<file path="src/rtl/hol_pkg.sv">
`default_nettype none

package hol_pkg;

    // result kinds on the output channel
    localparam logic [1:0] KIND_WRITE   = 2'd0;
    localparam logic [1:0] KIND_ACCEPT  = 2'd1;
    localparam logic [1:0] KIND_REJECT  = 2'd2;
    localparam logic [1:0] KIND_IGNORED = 2'd3;

    // characters of the column layout
    localparam logic [7:0] CH_ZERO  = 8'h30;
    localparam logic [7:0] CH_X     = 8'h78;
    localparam logic [7:0] CH_COLON = 8'h3A;
    localparam logic [7:0] CH_SPACE = 8'h20;
    localparam logic [7:0] CH_PIPE  = 8'h7C;

    // fixed columns
    localparam logic [4:0] COL_ADDR_FIRST = 5'd2;
    localparam logic [4:0] COL_ADDR_LAST  = 5'd4;
    localparam logic [4:0] COL_COLON      = 5'd5;
    localparam logic [4:0] COL_SPACE      = 5'd6;
    localparam logic [4:0] COL_DATA       = 5'd7;
    localparam logic [4:0] COL_PIPE       = 5'd28;
    localparam logic [4:0] LINE_COLS      = 5'd29;

    // line summary handed from the parser to the line-end logic
    typedef struct packed {
        logic        full_len;
        logic        pipe_ok;
        logic        all_blank;
        logic        header_bad;
        logic        data_bad;
        logic        digit_odd;
        logic        space_six_ok;
        logic [3:0]  bytes;
        logic [11:0] address;
    } line_stat_t;

    // hex digit decode: bit 4 set when the character is a hex digit
    function automatic logic [4:0] hex_decode(input logic [7:0] c);
        logic [4:0] r;
        r = 5'd0;
        if (c >= 8'h30 && c <= 8'h39) r = {1'b1, 4'(c - 8'h30)};
        else if (c >= 8'h61 && c <= 8'h66) r = {1'b1, 4'(c - 8'h57)};
        else if (c >= 8'h41 && c <= 8'h46) r = {1'b1, 4'(c - 8'h37)};
        return r;
    endfunction

endpackage

`default_nettype wire

</file>
<file path="src/rtl/hol_if.sv">
`default_nettype none

// input channel: one character or a line end per transaction
interface hol_in_if;
    logic       valid;
    logic       ready;
    logic [7:0] char_code;
    logic       line_end;

    modport source (output valid, output char_code, output line_end, input ready);
    modport sink (input valid, input char_code, input line_end, output ready);
endinterface

// output channel: one memory write or status per transaction
interface hol_out_if;
    logic        valid;
    logic        ready;
    logic [1:0]  result_kind;
    logic [11:0] write_address;
    logic [7:0]  write_data;
    logic        last_of_run;

    modport source (output valid, output result_kind, output write_address,
                    output write_data, output last_of_run, input ready);
    modport sink (input valid, input result_kind, input write_address,
                  input write_data, input last_of_run, output ready);
endinterface

`default_nettype wire

</file>
<file path="src/rtl/hol_ram.sv">
`default_nettype none

module hol_ram #(
    parameter int WIDTH = 8,
    parameter int DEPTH = 10,
    localparam int AddrW = (DEPTH > 1) ? $clog2(DEPTH) : 1
) (
    input  wire logic             clk,
    input  wire logic             wr_en,
    input  wire logic [AddrW-1:0] wr_addr,
    input  wire logic [WIDTH-1:0] wr_data,
    input  wire logic [AddrW-1:0] rd_addr,
    output logic      [WIDTH-1:0] rd_data
);

    logic [WIDTH-1:0] mem [DEPTH];

    // single write port, registered read port
    always_ff @(posedge clk)
    begin
        if (wr_en)
        begin
            mem[wr_addr] <= wr_data;
        end
        rd_data <= mem[rd_addr];
    end

endmodule

`default_nettype wire

</file>
<file path="src/rtl/hol_parse.sv">
`default_nettype none

module hol_parse #(
    parameter int MAX_LINE_BYTES = 10,
    localparam int BufAw = (MAX_LINE_BYTES > 1) ? $clog2(MAX_LINE_BYTES) : 1
) (
    input  wire logic             clk,
    input  wire logic             rst_n,
    input  wire logic             char_take,
    input  wire logic [7:0]       char_code,
    input  wire logic             line_clear,
    output hol_pkg::line_stat_t   stat,
    output logic                  buf_wr_en,
    output logic      [BufAw-1:0] buf_wr_addr,
    output logic      [7:0]       buf_wr_data
);

    import hol_pkg::*;

    logic [4:0]  column_reg, column_next;
    logic [11:0] addr_reg, addr_next;
    logic [4:0]  digits_reg, digits_next;
    logic        ended_reg, ended_next;
    logic        blank_reg, blank_next;
    logic        hbad_reg, hbad_next;
    logic        dbad_reg, dbad_next;
    logic        pipe_reg, pipe_next;
    logic        six_reg, six_next;
    logic [3:0]  hi_reg, hi_next;
    logic [4:0]  hex;
    logic [3:0]  byte_idx;

    assign hex      = hex_decode(char_code);
    assign byte_idx = digits_reg[4:1];

    // column checks for one character; a line end clears the line state
    always_comb
    begin
        column_next = column_reg;
        addr_next   = addr_reg;
        digits_next = digits_reg;
        ended_next  = ended_reg;
        blank_next  = blank_reg;
        hbad_next   = hbad_reg;
        dbad_next   = dbad_reg;
        pipe_next   = pipe_reg;
        six_next    = six_reg;
        hi_next     = hi_reg;
        buf_wr_en   = 1'b0;
        buf_wr_addr = byte_idx[BufAw-1:0];
        buf_wr_data = {hi_reg, hex[3:0]};
        if (line_clear)
        begin
            column_next = 5'd0;
            addr_next   = 12'd0;
            digits_next = 5'd0;
            ended_next  = 1'b0;
            blank_next  = 1'b1;
            hbad_next   = 1'b0;
            dbad_next   = 1'b0;
            pipe_next   = 1'b0;
            six_next    = 1'b0;
        end
        else if (char_take && column_reg < LINE_COLS)
        begin
            column_next = column_reg + 5'd1;
            if (column_reg >= COL_ADDR_FIRST && column_reg < COL_PIPE &&
                char_code != CH_SPACE)
            begin
                blank_next = 1'b0;
            end
            if (column_reg == 5'd0)
            begin
                if (char_code != CH_ZERO) hbad_next = 1'b1;
            end
            else if (column_reg == 5'd1)
            begin
                if (char_code != CH_X) hbad_next = 1'b1;
            end
            else if (column_reg <= COL_ADDR_LAST)
            begin
                if (!hex[4]) hbad_next = 1'b1;
                else addr_next = {addr_reg[7:0], hex[3:0]};
            end
            else if (column_reg == COL_COLON)
            begin
                if (char_code != CH_COLON) hbad_next = 1'b1;
            end
            else if (column_reg == COL_SPACE)
            begin
                six_next = (char_code == CH_SPACE);
            end
            else if (column_reg >= COL_DATA && column_reg < COL_PIPE)
            begin
                // data run: hex digits, then blanks only
                if (ended_reg)
                begin
                    if (char_code != CH_SPACE) dbad_next = 1'b1;
                end
                else if (char_code == CH_SPACE)
                begin
                    ended_next = 1'b1;
                end
                else if (!hex[4])
                begin
                    dbad_next = 1'b1;
                end
                else
                begin
                    digits_next = digits_reg + 5'd1;
                    if (!digits_reg[0])
                    begin
                        hi_next = hex[3:0];
                    end
                    else if (byte_idx < 4'(MAX_LINE_BYTES))
                    begin
                        buf_wr_en = 1'b1;
                    end
                end
            end
            else
            begin
                pipe_next = (char_code == CH_PIPE);
            end
        end
    end

    always_ff @(posedge clk or negedge rst_n)
    begin
        if (!rst_n)
        begin
            column_reg <= 5'd0;
            addr_reg   <= 12'd0;
            digits_reg <= 5'd0;
            ended_reg  <= 1'b0;
            blank_reg  <= 1'b1;
            hbad_reg   <= 1'b0;
            dbad_reg   <= 1'b0;
            pipe_reg   <= 1'b0;
            six_reg    <= 1'b0;
        end
        else
        begin
            column_reg <= column_next;
            addr_reg   <= addr_next;
            digits_reg <= digits_next;
            ended_reg  <= ended_next;
            blank_reg  <= blank_next;
            hbad_reg   <= hbad_next;
            dbad_reg   <= dbad_next;
            pipe_reg   <= pipe_next;
            six_reg    <= six_next;
        end
    end

    // pending high nibble of the byte being assembled
    always_ff @(posedge clk)
    begin
        hi_reg <= hi_next;
    end

    // summary of the line so far
    always_comb
    begin
        stat.full_len     = (column_reg == LINE_COLS);
        stat.pipe_ok      = pipe_reg;
        stat.all_blank    = blank_reg;
        stat.header_bad   = hbad_reg;
        stat.data_bad     = dbad_reg;
        stat.digit_odd    = digits_reg[0];
        stat.space_six_ok = six_reg;
        stat.bytes        = digits_reg[4:1];
        stat.address      = addr_reg;
    end

endmodule

`default_nettype wire

</file>
<file path="src/rtl/hex_object_line_loader_core.sv">
// order: a line end without bytes has its status in the output register in the cycle
// after it is taken, a line with bytes has its first write there after S_RD and S_WR
// throughput: one character per cycle while the core is in S_RUN and its output
// register is free; an accepted line holds the input while each byte is read from the
// byte buffer memory in S_RD and sent in S_WR, and then while S_STAT sends the status
// reset: asynchronous, clears line state, write history and halt; buffer is not cleared
`default_nettype none

module hex_object_line_loader_core #(
    parameter int MEM_BYTES      = 4096,
    parameter int MAX_LINE_BYTES = 10
) (
    input  wire logic clk,
    input  wire logic rst_n,
    hol_in_if.sink    in_ch,
    hol_out_if.source out_ch
);

    import hol_pkg::*;

    localparam int BufAw = (MAX_LINE_BYTES > 1) ? $clog2(MAX_LINE_BYTES) : 1;

    typedef enum logic [3:0] {
        S_RUN  = 4'b0001,
        S_RD   = 4'b0010,
        S_WR   = 4'b0100,
        S_STAT = 4'b1000
    } state_t;

    state_t      state_reg, state_next;
    logic        halted_reg, halted_next;
    logic        any_wr_reg, any_wr_next;
    logic [11:0] last_wr_reg, last_wr_next;
    logic [11:0] base_reg, base_next;
    logic [3:0]  cnt_reg, cnt_next;
    logic [3:0]  idx_reg, idx_next;
    logic        ovalid_reg, ovalid_next;
    logic [1:0]  okind_reg, okind_next;
    logic [11:0] oaddr_reg, oaddr_next;
    logic [7:0]  odata_reg, odata_next;
    logic        olast_reg, olast_next;

    line_stat_t       stat;
    logic             buf_wr_en;
    logic [BufAw-1:0] buf_wr_addr;
    logic [7:0]       buf_wr_data;
    logic [7:0]       buf_rd_data;
    logic             out_free;
    logic             in_fire;
    logic             char_take;
    logic             line_clear;
    logic             line_good;
    logic [12:0]      end_addr;

    assign out_free   = !ovalid_reg || out_ch.ready;
    assign in_ch.ready = (state_reg == S_RUN) && out_free;
    assign in_fire    = in_ch.valid && in_ch.ready;
    assign char_take  = in_fire && !in_ch.line_end && !halted_reg;
    assign line_clear = in_fire && in_ch.line_end;

    hol_parse #(
        .MAX_LINE_BYTES (MAX_LINE_BYTES)
    ) u_parse (
        .clk         (clk),
        .rst_n       (rst_n),
        .char_take   (char_take),
        .char_code   (in_ch.char_code),
        .line_clear  (line_clear),
        .stat        (stat),
        .buf_wr_en   (buf_wr_en),
        .buf_wr_addr (buf_wr_addr),
        .buf_wr_data (buf_wr_data)
    );

    hol_ram #(
        .WIDTH (8),
        .DEPTH (MAX_LINE_BYTES)
    ) u_buf (
        .clk     (clk),
        .wr_en   (buf_wr_en),
        .wr_addr (buf_wr_addr),
        .wr_data (buf_wr_data),
        .rd_addr (idx_reg[BufAw-1:0]),
        .rd_data (buf_rd_data)
    );

    // line acceptance at line end
    assign end_addr = {1'b0, stat.address} + {9'd0, stat.bytes};
    always_comb
    begin
        line_good = stat.full_len && stat.pipe_ok;
        if (!stat.all_blank)
        begin
            if (stat.header_bad || stat.data_bad || stat.digit_odd)
                line_good = 1'b0;
            if (stat.bytes != 4'd0 && !stat.space_six_ok)
                line_good = 1'b0;
            if (stat.bytes > 4'(MAX_LINE_BYTES))
                line_good = 1'b0;
            if (any_wr_reg && stat.address <= last_wr_reg)
                line_good = 1'b0;
            if (end_addr > 13'(MEM_BYTES))
                line_good = 1'b0;
        end
    end

    // sequencer: line end decision, then buffer readout and status
    always_comb
    begin
        state_next   = state_reg;
        halted_next  = halted_reg;
        any_wr_next  = any_wr_reg;
        last_wr_next = last_wr_reg;
        base_next    = base_reg;
        cnt_next     = cnt_reg;
        idx_next     = idx_reg;
        ovalid_next  = ovalid_reg && !out_ch.ready;
        okind_next   = okind_reg;
        oaddr_next   = oaddr_reg;
        odata_next   = odata_reg;
        olast_next   = olast_reg;
        case (state_reg)
            S_RUN:
            begin
                if (line_clear)
                begin
                    ovalid_next = 1'b1;
                    oaddr_next  = 12'd0;
                    odata_next  = 8'd0;
                    olast_next  = 1'b1;
                    if (halted_reg)
                    begin
                        okind_next = KIND_IGNORED;
                    end
                    else if (!line_good)
                    begin
                        okind_next  = KIND_REJECT;
                        halted_next = 1'b1;
                    end
                    else if (stat.all_blank || stat.bytes == 4'd0)
                    begin
                        okind_next = KIND_ACCEPT;
                    end
                    else
                    begin
                        // the write results come before the status
                        ovalid_next  = 1'b0;
                        base_next    = stat.address;
                        cnt_next     = stat.bytes;
                        idx_next     = 4'd0;
                        any_wr_next  = 1'b1;
                        last_wr_next = 12'(end_addr - 13'd1);
                        state_next   = S_RD;
                    end
                end
            end
            S_RD:
            begin
                state_next = S_WR;
            end
            S_WR:
            begin
                if (out_free)
                begin
                    ovalid_next = 1'b1;
                    okind_next  = KIND_WRITE;
                    oaddr_next  = base_reg + {8'd0, idx_reg};
                    odata_next  = buf_rd_data;
                    olast_next  = 1'b0;
                    idx_next    = idx_reg + 4'd1;
                    state_next  = (idx_reg + 4'd1 == cnt_reg) ? S_STAT : S_RD;
                end
            end
            S_STAT:
            begin
                if (out_free)
                begin
                    ovalid_next = 1'b1;
                    okind_next  = KIND_ACCEPT;
                    oaddr_next  = 12'd0;
                    odata_next  = 8'd0;
                    olast_next  = 1'b1;
                    state_next  = S_RUN;
                end
            end
            default:
            begin
                state_next = S_RUN;
            end
        endcase
    end

    always_ff @(posedge clk or negedge rst_n)
    begin
        if (!rst_n)
        begin
            state_reg   <= S_RUN;
            halted_reg  <= 1'b0;
            any_wr_reg  <= 1'b0;
            last_wr_reg <= 12'd0;
            ovalid_reg  <= 1'b0;
            cnt_reg     <= 4'd0;
            idx_reg     <= 4'd0;
        end
        else
        begin
            state_reg   <= state_next;
            halted_reg  <= halted_next;
            any_wr_reg  <= any_wr_next;
            last_wr_reg <= last_wr_next;
            ovalid_reg  <= ovalid_next;
            cnt_reg     <= cnt_next;
            idx_reg     <= idx_next;
        end
    end

    // result payload
    always_ff @(posedge clk)
    begin
        base_reg  <= base_next;
        okind_reg <= okind_next;
        oaddr_reg <= oaddr_next;
        odata_reg <= odata_next;
        olast_reg <= olast_next;
    end

    assign out_ch.valid         = ovalid_reg;
    assign out_ch.result_kind   = okind_reg;
    assign out_ch.write_address = oaddr_reg;
    assign out_ch.write_data    = odata_reg;
    assign out_ch.last_of_run   = olast_reg;

    // checks
    a_no_write_when_halted: assert property (@(posedge clk) disable iff (!rst_n)
        out_ch.valid && out_ch.result_kind == KIND_WRITE |-> !halted_reg)
        else $error("memory write while halted");

    a_halt_reports_reject: assert property (@(posedge clk) disable iff (!rst_n)
        $rose(halted_reg) |-> out_ch.valid && out_ch.result_kind == KIND_REJECT)
        else $error("halt without reject transaction");

    a_halted_line_ignored: assert property (@(posedge clk) disable iff (!rst_n)
        in_fire && in_ch.line_end && halted_reg |=>
        out_ch.valid && out_ch.result_kind == KIND_IGNORED && out_ch.last_of_run)
        else $error("line end after halt not reported as ignored");

    a_readout_in_range: assert property (@(posedge clk) disable iff (!rst_n)
        state_reg == S_RD || state_reg == S_WR |-> idx_reg < cnt_reg)
        else $error("buffer readout index out of range");

endmodule

`default_nettype wire
</file>
<file path="src/flat_wrapper.sv">
// flat-port wrapper written by rule: the top's interface ports become plain ports
module hex_object_line_loader_core_flat import hol_pkg::*;
#(
    parameter int MEM_BYTES      = 4096,
    parameter int MAX_LINE_BYTES = 10
)
  (clk, rst_n, in_ch_valid, in_ch_char_code, in_ch_line_end, in_ch_ready, out_ch_valid, out_ch_result_kind, out_ch_write_address, out_ch_write_data, out_ch_last_of_run, out_ch_ready);
  hol_in_if in_ch_i ();
  hol_out_if out_ch_i ();
  input  wire logic clk;
  input  wire logic rst_n;
  input wire logic [$bits(in_ch_i.valid)-1:0] in_ch_valid;
  input wire logic [$bits(in_ch_i.char_code)-1:0] in_ch_char_code;
  input wire logic [$bits(in_ch_i.line_end)-1:0] in_ch_line_end;
  output wire logic [$bits(in_ch_i.ready)-1:0] in_ch_ready;
  output wire logic [$bits(out_ch_i.valid)-1:0] out_ch_valid;
  output wire logic [$bits(out_ch_i.result_kind)-1:0] out_ch_result_kind;
  output wire logic [$bits(out_ch_i.write_address)-1:0] out_ch_write_address;
  output wire logic [$bits(out_ch_i.write_data)-1:0] out_ch_write_data;
  output wire logic [$bits(out_ch_i.last_of_run)-1:0] out_ch_last_of_run;
  input wire logic [$bits(out_ch_i.ready)-1:0] out_ch_ready;
  assign in_ch_i.valid = in_ch_valid;
  assign in_ch_i.char_code = in_ch_char_code;
  assign in_ch_i.line_end = in_ch_line_end;
  assign in_ch_ready = in_ch_i.ready;
  assign out_ch_valid = out_ch_i.valid;
  assign out_ch_result_kind = out_ch_i.result_kind;
  assign out_ch_write_address = out_ch_i.write_address;
  assign out_ch_write_data = out_ch_i.write_data;
  assign out_ch_last_of_run = out_ch_i.last_of_run;
  assign out_ch_i.ready = out_ch_ready;
  hex_object_line_loader_core #(.MEM_BYTES(MEM_BYTES), .MAX_LINE_BYTES(MAX_LINE_BYTES)) u_core (.clk(clk), .rst_n(rst_n), .in_ch(in_ch_i), .out_ch(out_ch_i));
endmodule
</file>
<file path="config.mk">
export PLATFORM = sky130hd
export DESIGN_NAME = hex_object_line_loader_core_flat
export DESIGN_NICKNAME = d
export VERILOG_FILES = /design/src/rtl/hol_pkg.sv /design/src/rtl/hol_if.sv /design/src/rtl/hol_ram.sv /design/src/rtl/hol_parse.sv /design/src/rtl/hex_object_line_loader_core.sv /design/src/flat_wrapper.sv
export SDC_FILE = /design/constraint.sdc
export NUM_CORES = 1
export LEC_CHECK = 0
export BUFFER_PORTS_ARGS = -buffer_cell sky130_fd_sc_hd__buf_2
export CAP_MARGIN = 20
export CORE_MARGIN = 3
export CORE_UTILIZATION = 39
export DETAILED_ROUTE_END_ITERATION = 7
export GPL_ROUTABILITY_DRIVEN = 0
export PLACE_DENSITY = 0.52
export SLEW_MARGIN = 5
export SYNTH_ARGS = -nofsm -noshare
export SYNTH_HDL_FRONTEND = slang
export SYNTH_SLANG_ARGS = --single-unit
</file>
<file path="constraint.sdc">
create_clock -name clk -period 3.5 [get_ports clk]
set_clock_uncertainty 0.2 [all_clocks]
set_input_delay 0.35 -clock clk [delete_from_list [all_inputs] [get_ports clk]]
set_output_delay 0.35 -clock clk [all_outputs]
set_load 0.01 [all_outputs]
</file>
# Word-level counts from Yosys, hierarchy flattened
# Memory sizes are Yosys's and may differ from the RTL's. A register that Yosys moved wholly into a read port is not among the register bits.
# Index checks and enable logic that the tools add are counted.
[op_classes] n_addsub=9 multipliers=0 div_mod_pow=0 order_cmp=15 n_eq_ne=36 shifts=0 mux=133 bitwise=11 n_reduce_logical=54
[ops] cell="$mux 12" n=9
[ops] cell="$mux 1" n=80
[ops] cell="$mux 5" n=16
[ops] cell="$mux 4" n=12
[ops] cell="$pmux 12 s3" n=1
[ops] cell="$mux 8" n=3
[ops] cell="$ne 2x1->1 const B" n=12
[ops] cell="$ne 8x6->1 const B" n=3
[ops] cell="$pmux 8 s3" n=1
[ops] cell="$reduce_and 6->1" n=4
[ops] cell="$reduce_and 10->1" n=2
[ops] cell="$ge 8x7->1 const B" n=2
[ops] cell="$le 8x7->1 const B" n=2
[ops] cell="$logic_and 1x1->1" n=16
[ops] cell="$pmux 4 s4" n=1
[ops] cell="$reduce_and 5->1" n=3
[ops] cell="$reduce_and 7->1" n=2
[ops] cell="$reduce_bool 2->1" n=7
[ops] cell="$add 12x4->13" n=1
[ops] cell="$gt 13x13->1 const B" n=1
[ops] cell="$add 12x4->12" n=1
[ops] cell="$le 12x12->1" n=1
[ops] cell="$mux 2" n=6
[ops] cell="$reduce_and 12->1" n=1
[ops] cell="other kinds (45)" n=71
[word_totals] reg_bits=94 latch_bits=0 mem_bits_rw=80 mem_bits_ro=0 input_bits=13 output_inout_bits=25 word_cells=281 mem_count=1
[mem_list] memory="u_core.u_buf.mem" words=10 word_bits=8 read_ports=1 rd_clocked_by_memory_dff=1 wr=1 line_no="hol_ram.sv:16" source="logic [WIDTH-1:0] mem [DEPTH];"

# Depth between registers and ports, before layout
[logic_depth] word_depth=18 mapped_depth=12 mapped_depth_nobuf=10

# By module
# A second synthesis with hierarchy kept.
[hier_totals] hier_cells=759 area_unflattened_um2=9283.9
[modules_own_cells] module="hex_object_line_loader_core" instances=1 cells_per_inst=383 area_each_um2=3976.3 seq_area_each_um2=1727.9
[modules_own_cells] module="hol_ram" instances=1 cells_per_inst=189 area_each_um2=3402.0 seq_area_each_um2=2562.5
[modules_own_cells] module="hol_parse" instances=1 cells_per_inst=187 area_each_um2=1905.6 seq_area_each_um2=822.0

# Least setup slack after synthesis
# No wires, ideal clock.
[synth_timing] path_type="input to register" start="input port in_ch_char_code[0]" end="memory u_core.u_buf.mem[8][0] (enable)" setup_ps=395 t_arrival_ps=2808 t_required_ps=2905 slack_ps=97 path_stages=9 path_buffers=0 path_cell_list="inv_1 > ha_1 > o21bai_1 > a211oi_2 > a41oi_1 > nor2_1 > nor4b_1 > nand2_1 > nor4_1"
[synth_between] elab_chain_len=18 word_cells_on_any_way=26 cone_classes="6 x order compare; 1 x eq/ne; 16 x mux; 3 x reduce/logical"
[synth_rtl] item="start: declaration" line_no="flat_wrapper.sv:13" source="input wire logic [$bits(in_ch_i.char_code)-1:0] in_ch_char_code;"
[synth_rtl] item="$ge 8x7->1 / $le 8x7->1 (equally long branches)" line_no="hol_pkg.sv:46" source="else if (c >= 8'h41 && c <= 8'h46) r = {1'b1, 4'(c - 8'h37)};"
[synth_rtl] item="$logic_and 1x1->1" line_no="hol_pkg.sv:46"
[synth_rtl] item="$mux 5" line_no="hol_pkg.sv:46"
[synth_rtl] item="$mux 5" line_no="hol_pkg.sv:45" source="else if (c >= 8'h61 && c <= 8'h66) r = {1'b1, 4'(c - 8'h57)};"
[synth_rtl] item="$mux 5" line_no="hol_pkg.sv:44" source="if (c >= 8'h30 && c <= 8'h39) r = {1'b1, 4'(c - 8'h30)};"
[synth_rtl] item="$mux 1" line_no="hol_parse.sv:104" source="else if (!hex[4])"
[synth_rtl] item="$mux 1 *" line_no="hol_parse.sv:100" source="else if (char_code == CH_SPACE)"
[synth_rtl] item="$mux 1 *" line_no="hol_parse.sv:96" source="if (ended_reg)"
[synth_rtl] item="[... 2 more ...]"
[synth_rtl] item="$mux 1 *" line_no="hol_parse.sv:85" source="else if (column_reg == COL_COLON)"
[synth_rtl] item="$mux 1 *" line_no="hol_parse.sv:80" source="else if (column_reg <= COL_ADDR_LAST)"
[synth_rtl] item="$mux 1 *" line_no="hol_parse.sv:76" source="else if (column_reg == 5'd1)"
[synth_rtl] item="$mux 1 *" line_no="hol_parse.sv:72" source="if (column_reg == 5'd0)"
[synth_rtl] item="$mux 1 *" line_no="hol_parse.sv:64" source="else if (char_take && column_reg < LINE_COLS)"
[synth_rtl] item="$mux 1 *" line_no="hol_parse.sv:52" source="if (line_clear)"
[synth_rtl] item="$mux 1 *" line_no="hol_ram.sv:21" source="if (wr_en)"
[synth_rtl] item="$mux 1 (not written as such) *" line_no="hol_ram.sv:23" source="mem[wr_addr] <= wr_data;"
[synth_rtl] item="end: declaration" line_no="hol_ram.sv:16"
# Mark *: on every way between the ends. The rest lies on a longest branch, timed or not.

# Worst setup path after layout
[layout_timing] start="register u_core.u_parse.digits_reg[1]" end="register u_core.idx_reg[3]"
[layout_between] elab_chain_len=9 word_cells_on_any_way=15 cone_classes="1 x add/sub; 2 x order compare; 2 x eq/ne; 5 x mux; 5 x reduce/logical"
[layout_rtl] item="start: declaration" line_no="hol_parse.sv:22" source="logic [4:0] digits_reg, digits_next;"
[layout_rtl] item="start signal: assignment" line_no="hol_parse.sv:146" source="digits_reg <= digits_next;"
[layout_rtl] item="branches (longest 8 deep; another with $add 12x4->13)"
[layout_rtl] item="$reduce_and 6->1 (no line) *"
[layout_rtl] item="end signal: assignment" line_no="hex_object_line_loader_core.sv:213" source="idx_reg <= idx_next;"
[layout_rtl] item="end: declaration" line_no="hex_object_line_loader_core.sv:36" source="logic [3:0] idx_reg, idx_next;"
# Mark *: on every way between the ends.
# A chain may end at the register's enable or synchronous reset.

==> flow_summary.toml <==
[critical_path]
timing_worst_setup_path_type = "flop to flop"
cp.arrival_ns = 3.38
cp_max_fo = 5
cp_slowest_cell = "or4_4"
cp-start-kind = "flop"
path_cells = "ha_1 > inv_1 > fa_1 > nand2b_1 > a21oi_2 > o211ai_2 > and4_4 > or4_4 > buf_4 > o21ai_1 > a31oi_1"
required_ns = 3.56
cp-end-kind = "flop"
r2r_start = "u_core.u_parse.digits_reg[1]"
cp_slowest_stage_delay_ns = 0.54
startpoint = "u_core.u_parse.digits_reg[1]"

[final_layout]
drive_above_1_share_pct = 18.9
fin_nets = 830
fin_cells = 1077
syn_to_final_growth_pct = 16.2
final_util_pct = 46.3
largest_reg_flops = 80
diodes = 0
regMostFlops = "u_core.u_buf.mem"

[logic_synthesis]
synth_seq_cells = 182
yosysTopAreaCell = "edfxtp_1"
syn_area_sq_um = 8730
yosysMostFrequentCell = "edfxtp_1"
synth_commonest_cells = "edfxtp_1 (119), nor2_1 (56), dfrtp_1 (53)"
synth_area_leaders = "edfxtp_1 (41%), dfrtp_1 (15%), ha_1 (4.4%)"
ys_warn_count = 0
synth_cell_types = 66
synth_nets = 753
ys.flop_type = "edfxtp_1"
synth-async-reset-ratio_pct = 30.2
yosysSeqAreaShare_pct = 58.6
syn-instance-count = 707
synth_edf_count = 119
synth_top_area_share_pct = 41.0
syn_avg_cell_area_sq_um = 12.3

[cts]
cts_tree = "built"
h-tree-depth = 4
cts_buffers = 17
insertion_delay_ns = 0.42
clk_pin_slew_worst_paths_ns = 0.07
root_buffer = "clkbuf_16"
clockBufferDepth = 2
numClockSinks = 182

[sta]
tightest_slew_ns = 0.864
period_needed_ns = 3.32
rsz0062_at_grt = "false"
finalWorstSetupSlack_ns = 0.176
hold_slack_ns = 0.0659
slew_headroom_pct = 42.2
max_freq_mhz = 301
fin_crit_sh_pct = 95.0
finalSetupViolations = 0
setup_tns_ns = 0
finalMaxSlewViolations = 0
hold_viol = 0

[floorplanning]
core_area_sq_um = 21900
initial_core_util_pct = 39.9
die_w_um = 156
pin_count = 38
die_area_sq_um = 24200
die_h_um = 156
row_count = 54

[placement]
place_inst = 1041
port_buffers = 37
dp_slack_ns = 0.0863
dp_hpwl_mm = 14.1

[min_path]
hp-start = "in_ch_char_code[2]"
hp-class = "input port to flop"

[routing]
wl_mm = 19.6
drc = 0
drt.antenna.violating_nets = 0
num_vias = 5839
drt_first_pass_iters = 5
post_drt_wl_per_cell_um = 18.2
drt_iter0_drc = 321
viasPerCell = 5.42

[global_route]
grt_pass1_vias = 5785
grt_use_total_pct = 16.7
grt_max_degree = 32
antenna_found_initial = 0
grt_overflow = 0
grt_pass1_wl_mm = 31.4

[power_and_ir_drop]
vdd.ir_drop.worst_uv = 276
power_density_nw_per_um2 = 422
power_leakage_nw = 3.80

[status]
status = "complete, no violations"

[run]
drv_cap = 0
-- layout by cell type, fill, tap and decap left out, types with 19 or more instances in the layout --
cell type and n:
edfxtp_1 119, nor2_1 56, dfrtp_1 53, buf_4 49, nand2_1 44, buf_2 37, ha_1 31, inv_1 30
nand3_1 30, a21oi_1 27, mux2i_1 22, o21ai_0 20, and3_1 19
-- per-layer routing --
layer / vias to the layer above / GRT usage (%) / wire [um]
met1: 2892 / 23.8 / 9240
met2: 134 / 25.9 / 9120
met3: 24 / 3.33 / 891
met4: 0 / 5.54 / 387
met5: - / 0 / 0
li1: 2789 / - / -
-- area by class of cell --
| cell class | count | area, sq um |
|---|---|---|
| inverters | 33 | 124 |
| clock buffers | 18 | 439 |
| clock inverters | 14 | 158 |
| flip-flops and latches | 182 | 5110 |
| fillers | 1990 | 11800 |
| multi-input cells | 462 | 3370 |
| repair buffers | 88 | 583 |
| well taps | 280 | 350 |
-- through the flow --
stage,power [mW],area (sq um)
global route,4.43,10100
CTS,4.32,10100
detailed placement,2.45,9500
finish,4.28,10100
global placement,2.45,9500
floorplan,2.39,8730
-- kinds of logic after synthesis --
| family | after synthesis | share of synthesized area (%) |
|---|---|---|
| compound gates | 112 | 8.40 |
| xor+xnor | 32 | 3.30 |
| fa+ha+maj | 33 | 4.90 |
| buf+inv | 64 | 2.98 |
| flops | 182 | 58.6 |
| mux | 45 | 7.56 |
| simple gates | 239 | 14.3 |
-- repair_timing --
item / in CTS / in global routing
buffers inserted: 0 / 2
hold endpoints to repair: 22 / 0
setup endpoints to repair: 0 / 24
hold buffers: 1 / 0
resized for setup: 0 / 1
-- critical path, delay by kind of cell (launching register included) --
kind,cells,cell delay [ns]
AO/OA/AOI/OAI,4,0.75
adder cells (fa/ha/maj),2,0.62
buffers and inverters,2,0.26
flip-flops,1,0.35
AND/OR/NAND/NOR,3,0.99
-- worst paths after layout --
| check | endpoint | slack (ns) | depth (start not counted) |
|---|---|---|---|
| max reg2reg | u_core.idx_reg[3] | 0.18 | 11 |
| min in group asynchronous | u_core.u_parse.pipe_reg | 0.28 | 2 |
| max | u_core.idx_reg[3] | 0.18 | 11 |
| min | u_core.u_parse.pipe_reg | 0.07 | 3 |
| min reg2reg | u_core.u_parse.blank_reg | 0.28 | 2 |
| max in group asynchronous | u_core.u_parse.addr_reg[8] | 1.95 | 3 |
-- power breakdown --
group	internal (mW)	switching, mW	leakage (nW)
clock network	0.974	0.905	0.284
logic	0.0322	0.0760	1.88
registers	2.29	0.00431	1.63
total	3.30	0.986	3.80
(Power assumes the default switching activity.)
